`config.mk`:
```
export PLATFORM = sky130hd
export DESIGN_NAME = a64lsu_ctrl
export DESIGN_NICKNAME = d
export VERILOG_FILES = /design/src/design/a64lsu_pkg.sv /design/src/design/a64lsu_ctrl.sv
export SDC_FILE = /design/constraint.sdc
export NUM_CORES = 1
export LEC_CHECK = 0
export BUFFER_PORTS_ARGS = -buffer_cell sky130_fd_sc_hd__buf_2
export CAP_MARGIN = 20
export CELL_PAD_IN_SITES_DETAIL_PLACEMENT = 0
export CELL_PAD_IN_SITES_GLOBAL_PLACEMENT = 1
export CORE_AREA = 2 2 39 41
export CTS_BUF_LIST = sky130_fd_sc_hd__clkbuf_8
export CTS_CLUSTER_SIZE = 30
export DETAILED_ROUTE_END_ITERATION = 8
export DIE_AREA = 0 0 41 43
export MAX_ROUTING_LAYER = met4
export PLACE_DENSITY_LB_ADDON = 0.1
export RECOVER_POWER = 50
export SLEW_MARGIN = 0
export SYNTH_ARGS = -nofsm -noshare
export SYNTH_HDL_FRONTEND = slang
export SYNTH_SLANG_ARGS = --single-unit
```
`constraint.sdc`:
```
create_clock -name aclk -period 1.2 [get_ports aclk]
set_clock_uncertainty 0.1 [all_clocks]
set_input_delay 0.24 -clock aclk [delete_from_list [all_inputs] [get_ports aclk]]
set_output_delay 0.24 -clock aclk [all_outputs]
set_load 0.05 [all_outputs]
```
`src/design/a64lsu_pkg.sv`:
```
package a64lsu_pkg;

    // item kinds
    localparam logic [1:0] KIND_EXEC      = 2'd0;
    localparam logic [1:0] KIND_SET_REG   = 2'd1;
    localparam logic [1:0] KIND_WRITE_MEM = 2'd2;
    localparam logic [1:0] KIND_SET_PC    = 2'd3;

    localparam int         NUM_REGS  = 31;
    localparam logic [4:0] ZERO_REG  = 5'd31;
    localparam int         NUM_BANKS = 8;
    localparam int         BANK_W    = 3;

    typedef struct packed {
        logic [1:0]  kind;
        logic [31:0] instr;
        logic [4:0]  reg_number;
        logic [15:0] mem_address;
        logic [63:0] value;
    } in_item_t;

    typedef struct packed {
        logic [63:0] access_address;
        logic        is_load;
        logic        is_wide;
        logic [63:0] transfer_value;
        logic [4:0]  target_number;
        logic        base_written;
        logic [4:0]  base_number;
        logic [63:0] base_value;
        logic [63:0] pc_after;
    } out_item_t;

    typedef struct packed {
        logic clear;     // zero one memory row
        logic accept;    // latch item, read Rn and Rm
        logic calc;      // address add, base writeback, read Rt
        logic mem;       // bank read or bank write
        logic load_wb;   // assemble load data, write Rt
        logic res_load;  // load the output register
    } lsu_cmd_t;

    typedef struct packed {
        logic clear_last;
        logic setup_only;
        logic needs_load;
    } lsu_status_t;

endpackage

```
`src/design/a64lsu_ctrl.sv`:
```
module a64lsu_ctrl (
    input  logic                   aclk,
    input  logic                   aresetn,
    input  logic                   s_valid,
    output logic                   s_ready,
    output logic                   m_valid,
    input  logic                   m_ready,
    output a64lsu_pkg::lsu_cmd_t   cmd,
    input  a64lsu_pkg::lsu_status_t sts
);
    import a64lsu_pkg::*;

    typedef enum logic [2:0] {
        ST_CLEAR,
        ST_IDLE,
        ST_CALC,
        ST_MEM,
        ST_LOAD,
        ST_FIN
    } state_t;

    state_t state_reg;
    logic   m_valid_reg;
    logic   out_free;

    assign out_free = !m_valid_reg || m_ready;
    assign s_ready  = (state_reg == ST_IDLE) || ((state_reg == ST_FIN) && out_free);
    assign m_valid  = m_valid_reg;

    always_comb begin
        cmd          = '0;
        cmd.clear    = (state_reg == ST_CLEAR);
        cmd.accept   = s_valid && s_ready;
        cmd.calc     = (state_reg == ST_CALC);
        cmd.mem      = (state_reg == ST_MEM);
        cmd.load_wb  = (state_reg == ST_LOAD);
        cmd.res_load = (state_reg == ST_FIN) && out_free;
    end

    always_ff @(posedge aclk) begin
        if (!aresetn) begin
            state_reg   <= ST_CLEAR;
            m_valid_reg <= 1'b0;
        end else begin
            if (m_valid_reg && m_ready) begin
                m_valid_reg <= 1'b0;
            end
            unique case (state_reg)
                ST_CLEAR: begin
                    if (sts.clear_last) begin
                        state_reg <= ST_IDLE;
                    end
                end
                ST_IDLE: begin
                    if (s_valid) begin
                        state_reg <= ST_CALC;
                    end
                end
                ST_CALC: begin
                    state_reg <= sts.setup_only ? ST_FIN : ST_MEM;
                end
                ST_MEM: begin
                    state_reg <= sts.needs_load ? ST_LOAD : ST_FIN;
                end
                ST_LOAD: begin
                    state_reg <= ST_FIN;
                end
                ST_FIN: begin
                    // result goes out while the next item may come in
                    if (out_free) begin
                        m_valid_reg <= 1'b1;
                        state_reg   <= s_valid ? ST_CALC : ST_IDLE;
                    end
                end
                default: begin
                    state_reg <= ST_IDLE;
                end
            endcase
        end
    end

endmodule

```
==> results.yml <==
floorplan:
  fp.dieArea_um2: 1763
  fp.coreArea_um2: 1384
  io_pins: 15
  die_width_um: 41
  rows: 14
  die_height_um: 43
  initial_core_util_pct: 17.36
placed_design:
  portBuffers: 14
  pre_cts_slack_ns: -0.2372
  hpwl_um: 566.9
  place_congestion: 0.6762
power_and_ir_drop:
  power_density_nw_per_um2: 1040
  peakVddDrop_mv: 0.5493
  leakage_nw: 0.2920
timing:
  fin_crit_sh_pct: 127.5
  fmax_mhz: 653.6
  fin_crit_ns: 1.530
  tightest_slew_ns: 0.2082
  hold_slack_ns: 0.1697
  setup_slack_ns: -0.3300
  hold_violations: 0
  setup_viol: 9
  slew_headroom_pct: 86.08
  drv_slew: 0
  rsz0062_at_grt: "yes"
worst_hold_path:
  hold_class: "in -> reg"
  hp-start: "aresetn"
  hold_end: "state_reg[1]"
  min_path_cells: 2
global_route:
  grt_pass1_wl_um: 1207
  groute.usage.overall_pct: 10.50
  antenna_found_initial: 0
  grt_start_max_net_pins: 8
  grt_pass1_vias: 319
  grt_overflow_total: 0
drt:
  ant_nets: 0
  dr.pass1.iters: 4
  viasPerCell: 4.190
  dr_total_vias: 331
  drtIter0Drc: 4
  wl_per_cell_um: 10.22
  wl_um: 807
  drc: 0
clocking:
  cts_tree: "built"
  cts_buffers: 3
  cts_max_path_buffers: 2
  cts.sink_count: 4
  worstSkewPairLatency_ns: 0.22
  clkSlewWorstSetupHoldPaths_ns: 0.03
  cts_root_buf: "clkbuf_8"
  cts_htree_levels: 1
setup_path:
  cp_slowest_cell: "dfxtp_4"
  r2r_setup_slack_ns: -0.12
  startpoint_type: "flop"
  r2r_end: "state_reg[0]"
  crit_chain: "and2b_2 > a211oi_4 > buf_6"
  worstPathRequired_ns: 0.86
  crit_type: "reg -> out"
  cp_top_family: "flip-flops"
  arrival_ns: 1.19
  rr_worst_depth: 5
  path_buf_inv: 1
  r2r_start: "state_reg[0]"
  crit_fanout: 3
  cp_slowest_stage_delay_ns: 0.33
  end_kind: "output pin"
cells_and_area:
  antenna_cells: 0
  largest_reg_flops: 3
  areaGrowthSynthToFinish_pct: 179.2
  fillers: 139
  nets: 71
  ff_latch_area_um2: 90.09
  multi_input_area_um2: 230.2
  drive_gt1_share_pct: 79.37
yosys:
  synth-seq-cells: 4
  synth.avg_cell_area_um2: 7.749
  synth_fp_nets: 38
  yosys.area_share.simple_pct: 38.02
  synth_cell_type_count: 15
  synth_seq_area_share_pct: 33.33
  synth_top_area_cell: "dfxtp_1"
  synth_top_area_share_pct: 33.33
  synthAdderAreaFrac_pct: 0
  syn_inst: 31
  synth_top_family_by_area: "simple AND/OR/NAND/NOR gates"
  synth_area_leaders: "dfxtp_1, nand2b_1, nor2_1"
  synth_compound_area_share_pct: 20.83
  synthXorXnorAreaFrac_pct: 0
  synthMuxAreaShare_pct: 0
  synth.cell_area_um2: 240.2
  yosysWarnings: 0
run_status:
  status: "finished, violations left"
  violations: "negative setup slack"
flow_run:
  drv_cap: 0
[Yosys cell counts]
library cell / count
a211oi_2: 1
a21boi_1: 1
a21oi_1: 3
and2b_1: 1
buf_6: 1
dfxtp_1: 4
inv_1: 2
nand2b_1: 4
nand3_1: 1
nand3b_1: 1
nor2_1: 6
nor3_1: 2
nor3b_1: 1
o21a_1: 2
or3_1: 1
[metrics by stage]
stage | cell area [µm²] | instances | total power, mW | utilization, % | TNS, ns
floorplan | 301.5 | 31 | 0.2749 | - | -1.491
global placement | 467.9 | 70 | 0.3431 | 33.82 | -0.8374
detailed placement | 467.9 | 70 | 0.3439 | 33.82 | -0.8050
CTS | 630.6 | 77 | 0.6863 | 45.57 | -1.687
global route | 670.6 | 79 | 0.7402 | 48.46 | -2.423
finish | 670.6 | 79 | 0.6977 | 48.46 | -1.998
[layer usage]
| layer | track usage (%) | part of all wire, % | vias up |
|---|---|---|---|
| met2 | 15.00 | 57 | 8 |
| met3 | 4.712 | 4.7 | 0 |
| li1 | - | - | 168 |
| met4 | 6.000 | 0 | 0 |
| met1 | 11.61 | 38 | 155 |
| met5 | - | 0 | - |
[cell usage in the layout, fill, tap and decap left out, drive strengths merged, types with 2 or more instances in the layout]
cell type  instances
buf               29
nor2               6
nand2b             4
dfxtp              4
clkbuf             3
a21oi              3
inv                3
nor3               2
o21a               2
[worst max path at each step]
stage / depth (start not counted) / from / slack, ns / to
floorplan: 2 / m_valid / -0.34 / cmd[4]
global placement: 4 / m_ready / -0.21 / cmd[4]
detailed placement: 4 / m_ready / -0.24 / cmd[4]
CTS: 3 / m_valid / -0.35 / cmd[4]
global route: 3 / m_valid / -0.39 / cmd[4]
finish: 3 / m_valid / -0.33 / cmd[4]
[area by class of cell]
class,instances,area share (%)
repair buffers,29,41.04
flip-flops and latches,4,13.43
multi-input cells,24,34.33
clock buffers,3,6.157
inverters,2,1.493
well taps,16,2.985
clock inverters,1,0.5597
[power by group]
| part | leakage [nW] | total (mW) | switching [mW] | internal (mW) |
|---|---|---|---|---|
| Clock | 0.0269 | 0.288 | 0.0702 | 0.218 |
| Combinational | 0.230 | 0.261 | 0.131 | 0.130 |
| Sequential | 0.0349 | 0.148 | 0.00925 | 0.139 |
[cells by family (layout without fill, tap and decap cells)]
| kind of cell | after synthesis | in the layout |
|---|---|---|
| DFF | 4 | 4 |
| buffers and inverters | 3 | 35 |
| and+or+nand+nor | 17 | 17 |
| AOI/OAI and AO/OA | 7 | 7 |
[repair_timing]
item | 4_1_cts | 5_1_grt
pin swaps | 4 | 4
setup endpoints to repair | 9 | 11
hold buffers | 0 | 0
buffers inserted | 4 | 5
gates resized for setup | 29 | 8
[worst register-to-register path: stages (launching register included)]
cell and delay (ns):
dfxtp_2 0.32, buf_4 0.16, buf_6 0.12, or3_4 0.32
a21oi_2 0.12, nor3b_1 0.05
Note: power is estimated with default switching activity, not from simulation.
